File: config.mk
export PLATFORM = sky130hd
export DESIGN_NAME = ppm_front_flat
export DESIGN_NICKNAME = d
export VERILOG_FILES = /design/src/ppm_pkg.sv /design/src/ppm_if.sv /design/src/ppm_front.sv /design/src/flat_wrapper.sv
export SDC_FILE = /design/constraint.sdc
export NUM_CORES = 1
export LEC_CHECK = 0
export ABC_AREA = 0
export BUFFER_PORTS_ARGS = -buffer_cell sky130_fd_sc_hd__buf_2
export CORE_MARGIN = 2
export CORE_UTILIZATION = 30
export DETAILED_ROUTE_END_ITERATION = 7
export PLACE_DENSITY = 0.52
export SLEW_MARGIN = 20
export SYNTH_ARGS = -nofsm -noshare
export SYNTH_HDL_FRONTEND = slang
export SYNTH_SLANG_ARGS = --single-unit
File: constraint.sdc
create_clock -name clk_i -period 3.7 [get_ports clk_i]
set_input_delay 0.37 -clock clk_i [delete_from_list [all_inputs] [get_ports clk_i]]
set_output_delay 0.37 -clock clk_i [all_outputs]
set_load 0.02 [all_outputs]
File: src/ppm_pkg.sv
// Package for the path prefix permission matcher: sizes, codes, shared types.
// No dependencies; the other files that use it refer to it by scoped names.
package ppm_pkg;

  localparam int unsigned NUM_ENTRIES = 16;
  localparam int unsigned ENTRY_LEN   = 64;

  localparam int unsigned POS_W  = $clog2(ENTRY_LEN + 1);
  localparam int unsigned ADDR_W = $clog2(ENTRY_LEN);
  localparam int unsigned CNT_W  = $clog2(NUM_ENTRIES + 1);
  localparam int unsigned EIDX_W = (NUM_ENTRIES > 1) ? $clog2(NUM_ENTRIES) : 1;

  localparam logic [7:0] SLASH = 8'h2F;
  localparam logic [7:0] NUL   = 8'h00;

  // Input function codes
  localparam logic [1:0] FUNC_CLEAR  = 2'd0;
  localparam logic [1:0] FUNC_UNVEIL = 2'd1;
  localparam logic [1:0] FUNC_LOCK   = 2'd2;
  localparam logic [1:0] FUNC_CHECK  = 2'd3;

  // Result kinds and codes
  localparam logic       KIND_UNVEIL = 1'b0;
  localparam logic       KIND_CHECK  = 1'b1;
  localparam logic [1:0] RES_ADDED   = 2'd0;
  localparam logic [1:0] RES_LOCKED  = 2'd1;
  localparam logic [1:0] RES_FULL    = 2'd2;
  localparam logic [1:0] RES_ALLOW   = 2'd0;
  localparam logic [1:0] RES_DENY    = 2'd1;
  localparam logic [1:0] RES_HIDDEN  = 2'd2;

  typedef enum logic [2:0] {
    CLS_CLEAR,
    CLS_LOCK,
    CLS_UBYTE,
    CLS_UTERM,
    CLS_CBYTE,
    CLS_CTERM
  } cls_e;

  typedef struct packed {
    cls_e       cls;
    logic [7:0] ch;
    logic [7:0] bits;
  } item_t;

endpackage

File: src/ppm_if.sv
// Channel interfaces of the path prefix permission matcher.
// Depends on nothing; valid/ready handshake with payload.
interface ppm_in_if;
  logic       valid;
  logic       ready;
  logic [1:0] func;
  logic [7:0] ch;
  logic [7:0] access_bits;
  modport source (output valid, output func, output ch, output access_bits, input ready);
  modport sink   (input valid, input func, input ch, input access_bits, output ready);
endinterface


File: src/ppm_front.sv
// Front part: accepts input transactions, classifies them, queues them.
// Depends on ppm_pkg and ppm_in_if.
module ppm_front (
  input  logic          clk_i,
  input  logic          rst_ni,
  ppm_in_if.sink        in_i,
  output logic          item_valid_o,
  output ppm_pkg::item_t item_o,
  input  logic          pop_i
);

  ppm_pkg::item_t fifo_q [2];
  logic           wr_ptr_q, wr_ptr_d;
  logic           rd_ptr_q, rd_ptr_d;
  logic [1:0]     fill_q, fill_d;
  ppm_pkg::item_t cls_item;
  logic           push, pop;

  // Classify the incoming byte
  always_comb begin
    cls_item.ch   = in_i.ch;
    cls_item.bits = in_i.access_bits;
    unique case (in_i.func)
      ppm_pkg::FUNC_CLEAR:  cls_item.cls = ppm_pkg::CLS_CLEAR;
      ppm_pkg::FUNC_LOCK:   cls_item.cls = ppm_pkg::CLS_LOCK;
      ppm_pkg::FUNC_UNVEIL: cls_item.cls = (in_i.ch == ppm_pkg::NUL) ?
                                           ppm_pkg::CLS_UTERM : ppm_pkg::CLS_UBYTE;
      default:              cls_item.cls = (in_i.ch == ppm_pkg::NUL) ?
                                           ppm_pkg::CLS_CTERM : ppm_pkg::CLS_CBYTE;
    endcase
  end

  assign in_i.ready   = (fill_q != 2'd2);
  assign push         = in_i.valid && in_i.ready;
  assign pop          = pop_i && (fill_q != 2'd0);
  assign item_valid_o = (fill_q != 2'd0);
  assign item_o       = fifo_q[rd_ptr_q];

  // Advance pointers and fill level
  always_comb begin
    wr_ptr_d = push ? ~wr_ptr_q : wr_ptr_q;
    rd_ptr_d = pop ? ~rd_ptr_q : rd_ptr_q;
    fill_d   = fill_q + {1'b0, push} - {1'b0, pop};
  end

  always_ff @(posedge clk_i or negedge rst_ni) begin
    if (!rst_ni) begin
      wr_ptr_q <= 1'b0;
      rd_ptr_q <= 1'b0;
      fill_q   <= 2'd0;
    end else begin
      wr_ptr_q <= wr_ptr_d;
      rd_ptr_q <= rd_ptr_d;
      fill_q   <= fill_d;
    end
  end

  // Store queued payload
  always_ff @(posedge clk_i) begin
    if (push) begin
      fifo_q[wr_ptr_q] <= cls_item;
    end
  end

endmodule

File: src/flat_wrapper.sv
// flat-port wrapper written by rule: the top's interface ports become plain ports
module ppm_front_flat 
  (clk_i, rst_ni, item_valid_o, item_o, pop_i, in_i_valid, in_i_func, in_i_ch, in_i_access_bits, in_i_ready);
  ppm_in_if in_i_i ();
  input  logic clk_i;
  input  logic rst_ni;
  output logic item_valid_o;
  output ppm_pkg::item_t item_o;
  input  logic pop_i;
  input wire logic [$bits(in_i_i.valid)-1:0] in_i_valid;
  input wire logic [$bits(in_i_i.func)-1:0] in_i_func;
  input wire logic [$bits(in_i_i.ch)-1:0] in_i_ch;
  input wire logic [$bits(in_i_i.access_bits)-1:0] in_i_access_bits;
  output wire logic [$bits(in_i_i.ready)-1:0] in_i_ready;
  assign in_i_i.valid = in_i_valid;
  assign in_i_i.func = in_i_func;
  assign in_i_i.ch = in_i_ch;
  assign in_i_i.access_bits = in_i_access_bits;
  assign in_i_ready = in_i_i.ready;
  ppm_front u_core (.clk_i(clk_i), .rst_ni(rst_ni), .in_i(in_i_i), .item_valid_o(item_valid_o), .item_o(item_o), .pop_i(pop_i));
endmodule
**After elaboration in Yosys (flattened, before gate mapping)**

Memories as Yosys holds them, arrays and structs flattened.
Index checks and enable logic that the tools add are counted.

- Memory bits (writable): 38
- Input port bits: 22
- Logic and storage cells: 21
- Output and inout port bits: 21
- Register bits after elaboration: 4
- Memories kept: 1

- Reductions and logical operators: 5
- Bitwise operators: 2
- Eq/ne operators: 3
- Add/subtract/negate cells: 2
- Muxes and demuxes: 5

Memory list:

| name | depth | width | read ports | clocked after memory_dff | write ports | RTL line | RTL |
|---|---|---|---|---|---|---|---|
| u_core.fifo_q | 2 | 19 | 1 | 0 | 1 | ppm_front.sv:12 | `ppm_pkg::item_t fifo_q [2];` |

Operator list:

| kind | count |
|---|---|
| $pmux W3 S3 | 1 |
| $logic_not A8 Y1 | 1 |
| $mux W1 | 4 |
| $add A2 B1 Y2 | 1 |
| $eq A2 B1 Y1 const B | 1 |
| $eq A2 B2 Y1 const B | 1 |
| $logic_and A1 B1 Y1 | 2 |
| $logic_not A2 Y1 | 1 |
| $ne A2 B2 Y1 const B | 1 |
| $not A1 Y1 | 2 |
| $reduce_bool A2 Y1 | 1 |
| $sub A2 B1 Y2 | 1 |

**Longest topological paths before layout**

- Depth in word-level cells: 4
- Depth in mapped cells: 7
- Depth with buffers taken out: 7

**Worst setup path after synthesis**

Ideal clock, no wire load.

- Path type: reg-to-reg
- Start: register u_core.fill_q[1]
- End: memory u_core.fifo_q[0][0] (netlist bit) (enable)
- Path slack: 1.735 ns
- Library setup time: 0.395 ns
- Data arrival time: 1.570 ns
- Data required time: 3.305 ns
- Cell stages (with the launch flop): 4
- Path through: dfrtp_1 > nand2b_1 > nand2_1 > nor2_1

- Cells in the longest elaborated chain, start to end: 4

Ends and longest elaborated chain:

| item | RTL line | RTL |
|---|---|---|
| start, declared | ppm_front.sv:15 | `logic [1:0] fill_q, fill_d;` |
| start signal, assigned | ppm_front.sv:54 | `fill_q <= fill_d;` |
| $ne A2 B2 Y1 | ppm_front.sv:33 | `assign in_i.ready = (fill_q != 2'd2);` |
| net in_i_ready | flat_wrapper.sv:14 | `output wire logic [$bits(in_i_i.ready)-1:0] in_i_ready;` |
| $logic_and A1 B1 Y1 | ppm_front.sv:34 | `assign push = in_i.valid && in_i.ready;` |
| $mux W1 | ppm_front.sv:60 | `if (push) begin` |
| $mux W1 (not written as such) | ppm_front.sv:61 | `fifo_q[wr_ptr_q] <= cls_item;` |
| end, declared | ppm_front.sv:12 |  |

The timed path passes the listed nets, and every way through them passes these cells.

==> impl_results.html <==
<table>
<tr><th>Metric</th><th>Value</th></tr>
<tr><th colspan="2">Run status</th></tr>
<tr><td>Result of the run</td><td>complete, no violations</td></tr>
<tr><th colspan="2">CTS</th></tr>
<tr><td>Clk Latency, worst-skew pair</td><td>0.29 ns</td></tr>
<tr><td>Clk root buf</td><td>sky130_fd_sc_hd__clkbuf_8</td></tr>
<tr><td>Setup Fix Bufs, Post-CTS</td><td>0</td></tr>
<tr><td>Clock slew at reported path FFs</td><td>0.07 ns</td></tr>
<tr><td>Total CTS buffers</td><td>5</td></tr>
<tr><td>Clock sinks</td><td>42</td></tr>
<tr><td>TritonCTS clock tree</td><td>yes</td></tr>
<tr><td>H-tree Lvls</td><td>2</td></tr>
<tr><td>Worst-case clock buffer depth</td><td>2</td></tr>
<tr><td>Post-cts sizing count</td><td>0</td></tr>
<tr><th colspan="2">GRT</th></tr>
<tr><td>Maximum number of pins on one net before global-route repair</td><td>21</td></tr>
<tr><td>Grt ovf</td><td>0</td></tr>
<tr><td>Met1 track demand over resource</td><td>0.1117</td></tr>
<tr><td>First-pass GRT wire length</td><td>4457 um</td></tr>
<tr><td>Met3 global-route usage</td><td>0.03882</td></tr>
<tr><td>Busiest layer in global routing</td><td>met2</td></tr>
<tr><td>Overall Global Routing Usage</td><td>0.09932</td></tr>
<tr><td>Number of global-route vias before repair</td><td>934</td></tr>
<tr><td>GR met2 Demand/Resource</td><td>0.1643</td></tr>
<tr><td>Initial antenna violation count</td><td>0</td></tr>
<tr><th colspan="2">Timing</th></tr>
<tr><td>Final Hold Fails</td><td>0</td></tr>
<tr><td>Unrepaired setup endpoints after global routing</td><td>no</td></tr>
<tr><td>Endpoints failing setup</td><td>0</td></tr>
<tr><td>Post-layout worst setup margin</td><td>1.579 ns</td></tr>
<tr><td>Shortest clock period the worst path allows after layout</td><td>2.121 ns</td></tr>
<tr><td>Setup TNS after final layout</td><td>0 ns</td></tr>
<tr><td>Worst Skew</td><td>0.005444 ns</td></tr>
<tr><td>Portion of the clock cycle consumed by the worst path in the final layout</td><td>0.5732</td></tr>
<tr><td>Maximum achievable frequency</td><td>0.4715 GHz</td></tr>
<tr><td>Max_slew headroom</td><td>0.3377</td></tr>
<tr><td>Final slew viol count</td><td>0</td></tr>
<tr><td>Slew at the pin closest to its max-slew limit</td><td>0.9924 ns</td></tr>
<tr><th colspan="2">Drt</th></tr>
<tr><td>Remaining antenna violation count after routing</td><td>0</td></tr>
<tr><td>Per-cell via count in the routed design</td><td>4.152</td></tr>
<tr><td>Vias after detailed routing</td><td>847</td></tr>
<tr><td>Final Routed Wirelength</td><td>2665 um</td></tr>
<tr><td>Post-route DRC violation count</td><td>0</td></tr>
<tr><td>Drt wl/cell</td><td>13.06 um</td></tr>
<tr><td>First drt pass iteration count</td><td>2</td></tr>
<tr><td>Initial drt markers</td><td>13</td></tr>
<tr><th colspan="2">Finish</th></tr>
<tr><td>Area growth, synth to finish</td><td>24.32%</td></tr>
<tr><td>Count of antenna diodes in the layout</td><td>0</td></tr>
<tr><td>Final net count</td><td>157</td></tr>
<tr><td>FILL cells</td><td>516</td></tr>
<tr><td>Core occupancy in the finished layout</td><td>0.3895</td></tr>
<tr><td>Fraction of layout cells with a size suffix above 1</td><td>0.3806</td></tr>
<tr><th colspan="2">Critical path</th></tr>
<tr><td>Startpoint-to-endpoint class of the critical path</td><td>reg -&gt; out</td></tr>
<tr><td>Required time of the critical path</td><td>3.33 ns</td></tr>
<tr><td>Capturing element type of the critical path</td><td>primary output</td></tr>
<tr><td>Sort of element at the start of the critical path</td><td>flip-flop</td></tr>
<tr><td>Setup slack on the worst flop-to-flop path</td><td>1.90 ns</td></tr>
<tr><td>Crit path to</td><td>item_o[17]</td></tr>
<tr><td>Top Family by Delay on Critical Path</td><td>flip-flops</td></tr>
<tr><td>Worst flop-to-flop path startpoint</td><td>u_core.fill_q[1]</td></tr>
<tr><td>Number of stages on the worst setup path</td><td>2</td></tr>
<tr><td>Cell at the slowest stage of the critical path</td><td>sky130_fd_sc_hd__dfrtp_1</td></tr>
<tr><td>Logic depth of the worst register-to-register path</td><td>3</td></tr>
<tr><td>Arrival time worst endpoint</td><td>1.75 ns</td></tr>
<tr><td>Largest incremental delay on the critical path</td><td>0.90 ns</td></tr>
<tr><td>List of cells traversed by the critical path</td><td>mux2_1, buf_2</td></tr>
<tr><td>Buf/Inv on CP</td><td>1</td></tr>
<tr><td>Crit Path Max Fanout</td><td>20</td></tr>
<tr><td>Launch point of the critical path</td><td>u_core.rd_ptr_q</td></tr>
<tr><td>Reg2Reg Capture Point</td><td>u_core.fifo_q[0][15]</td></tr>
<tr><th colspan="2">Power and ir drop</th></tr>
<tr><td>Total power consumption of the routed design</td><td>0.001513 W</td></tr>
<tr><td>Power density relative to cell area</td><td>755.9 nW/um2</td></tr>
<tr><td>Switching share of total power</td><td>0.3372</td></tr>
<tr><td>Net switching power figure</td><td>0.0005102 W</td></tr>
<tr><td>Part of the total power dissipated in sequential elements</td><td>0.483</td></tr>
<tr><td>Internal power</td><td>0.001003 W</td></tr>
<tr><td>Share of total power in combinational logic</td><td>0.324</td></tr>
<tr><td>Worst IR Drop VDD</td><td>0.3419 mV</td></tr>
<tr><td>Static leakage</td><td>0.7700 nW</td></tr>
<tr><td>Clock share of power</td><td>0.193</td></tr>
<tr><th colspan="2">Synthesis</th></tr>
<tr><td>Combined area of all synthesized cells</td><td>1610 um2</td></tr>
<tr><td>Sequential cell area fraction in the yosys report</td><td>0.7708</td></tr>
<tr><td>Cell taking the most area after synthesis</td><td>sky130_fd_sc_hd__edfxtp_1</td></tr>
<tr><td>Net count after synthesis</td><td>109</td></tr>
<tr><td>Count of state elements after synthesis</td><td>42</td></tr>
<tr><td>Number of enable-type register cells in the synthesized netlist</td><td>38</td></tr>
<tr><td>Dominant register cell in the synthesized netlist</td><td>sky130_fd_sc_hd__edfxtp_1</td></tr>
<tr><td>Warning count from the yosys run</td><td>0</td></tr>
<tr><td>Average instance area after synthesis</td><td>18.94 um2</td></tr>
<tr><td>Distinct cells, synth</td><td>19</td></tr>
<tr><td>Top area cells in the synthesized netlist</td><td>sky130_fd_sc_hd__edfxtp_1 (71%), sky130_fd_sc_hd__mux2_1 (13%), sky130_fd_sc_hd__dfrtp_1 (6.2%), sky130_fd_sc_hd__xnor2_1 (1.6%), sky130_fd_sc_hd__ha_1 (1.6%)</td></tr>
<tr><td>Fraction of post-synthesis cell area in the top cell type by area</td><td>0.7086</td></tr>
<tr><td>Synth cell count leaders</td><td>sky130_fd_sc_hd__edfxtp_1 (38), sky130_fd_sc_hd__mux2_1 (19), sky130_fd_sc_hd__dfrtp_1 (4), sky130_fd_sc_hd__inv_1 (4), sky130_fd_sc_hd__xnor2_1 (3)</td></tr>
<tr><td>Most numerous cell in the Yosys netlist</td><td>sky130_fd_sc_hd__edfxtp_1</td></tr>
<tr><td>Async S/R FF share, synth</td><td>0.09524</td></tr>
<tr><td>Synth Instances</td><td>85</td></tr>
<tr><th colspan="2">Floorplan</th></tr>
<tr><td>Total core area</td><td>5140 um2</td></tr>
<tr><td>Initial cell density of the core</td><td>0.3133</td></tr>
<tr><td>Die outline width</td><td>77.27 um</td></tr>
<tr><td>Die Footprint</td><td>5970 um2</td></tr>
<tr><td>Boundary pin count</td><td>43</td></tr>
<tr><td>Row count</td><td>26</td></tr>
<tr><td>Height of the die</td><td>77.27 um</td></tr>
<tr><th colspan="2">Place</th></tr>
<tr><td>Placed wire-length estimate after detailed placement</td><td>1869 um</td></tr>
<tr><td>Port Buffer Count</td><td>42</td></tr>
<tr><td>Post-placement worst setup slack</td><td>1.836 ns</td></tr>
<tr><td>Weighted congestion at the end of routability-driven global placement</td><td>0.6547</td></tr>
<tr><th colspan="2">Run</th></tr>
<tr><td>Number of max-cap violations</td><td>0</td></tr>
<tr><th colspan="2">Min path</th></tr>
<tr><td>Hold crit path type</td><td>in -&gt; reg</td></tr>
</table>
[kinds of logic (layout without fill, tap and decap cells)]
group	count (synthesis)	in the layout	synth area share
compound gates	1	1	0.003105
xor+xnor	4	4	0.02176
fa+ha+maj	2	2	0.01554
buf+inv	6	55	0.01554
flops	42	42	0.7708
mux	19	19	0.1329
simple gates	11	11	0.04041
[flip-flops by register name (all words and copies together), names as in the netlist]
register / flops
u_core.fifo_q: 38
u_core.fill_q: 2
u_core.rd_ptr_q: 1
u_core.wr_ptr_q: 1
[layout make-up]
class | instances | area [um2] | area share
Clock buffer | 7 | 86.33 | 0.04313
Clock inverter | 1 | 5.005 | 0.002500
Inverter | 4 | 15.01 | 0.007500
Multi-Input combinational cell | 37 | 346.6 | 0.1731
Sequential cell | 42 | 1241 | 0.6200
Tap cell | 70 | 87.58 | 0.04375
Timing Repair Buffer | 43 | 220.2 | 0.1100
[per-layer routing]
layer | wire length [um] | vias to the layer above
met5 | 0 | -
met4 | 53 | 0
met3 | 118 | 6
met2 | 1341 | 19
met1 | 1152 | 409
li1 | - | 413
[power groups by stage]
stage	clock (W)	combinational (W)	sequential (W)
2_1_floorplan	0	0.000383	0.000689
3_3_place_gp	0	0.000494	0.000739
3_5_place_dp	0	0.000500	0.000746
4_1_cts	0.000303	0.000504	0.000736
5_1_grt	0.000323	0.000535	0.000751
6_report	0.000291	0.000491	0.000731
[how the worst min path moves through the flow]
| stage | startpoint | to | cells after the start |
|---|---|---|---|
| 2_1_floorplan | rst_ni | u_core.fill_q[0] | 0 |
| 3_3_place_gp | rst_ni | u_core.wr_ptr_q | 1 |
| 3_5_place_dp | rst_ni | u_core.wr_ptr_q | 1 |
| 4_1_cts | in_i_access_bits[3] | u_core.fifo_q[0][3] | 1 |
| 5_1_grt | in_i_access_bits[6] | u_core.fifo_q[0][6] | 1 |
| 6_report | in_i_access_bits[3] | u_core.fifo_q[1][3] | 1 |
[through the flow]
step           hold WS (ns)  cells  instance area, um2
6_report             0.2720    204                2002
5_1_grt              0.2553    204                2002
4_1_cts              0.2578    204                2002
3_5_place_dp         0.1856    195                1901
3_3_place_gp         0.1794    195                1901
2_1_floorplan       0.07441     85                1610
[what timing repair did]
action / CTS / global route
setup endpoints to repair: 0 / 0
hold buffers: 1 / 0
hold endpoints to repair: 4 / 0
[cells in the final DEF, fill, tap and decap left out, drive strengths merged]
cell,n
buf,42
edfxtp,38
mux2,19
clkbuf,7
inv,4
dfrtp,4
xnor2,3
nor4,2
ha,2
and2,2
or2,1
nor2b,1
nand3,1
o21ai,1
nand2b,1
nand2,1
and3,1
nor2,1
xor2,1
clkinv,1
dlygate4sd3,1
No activity file was read; power rests on OpenSTA's default activity.
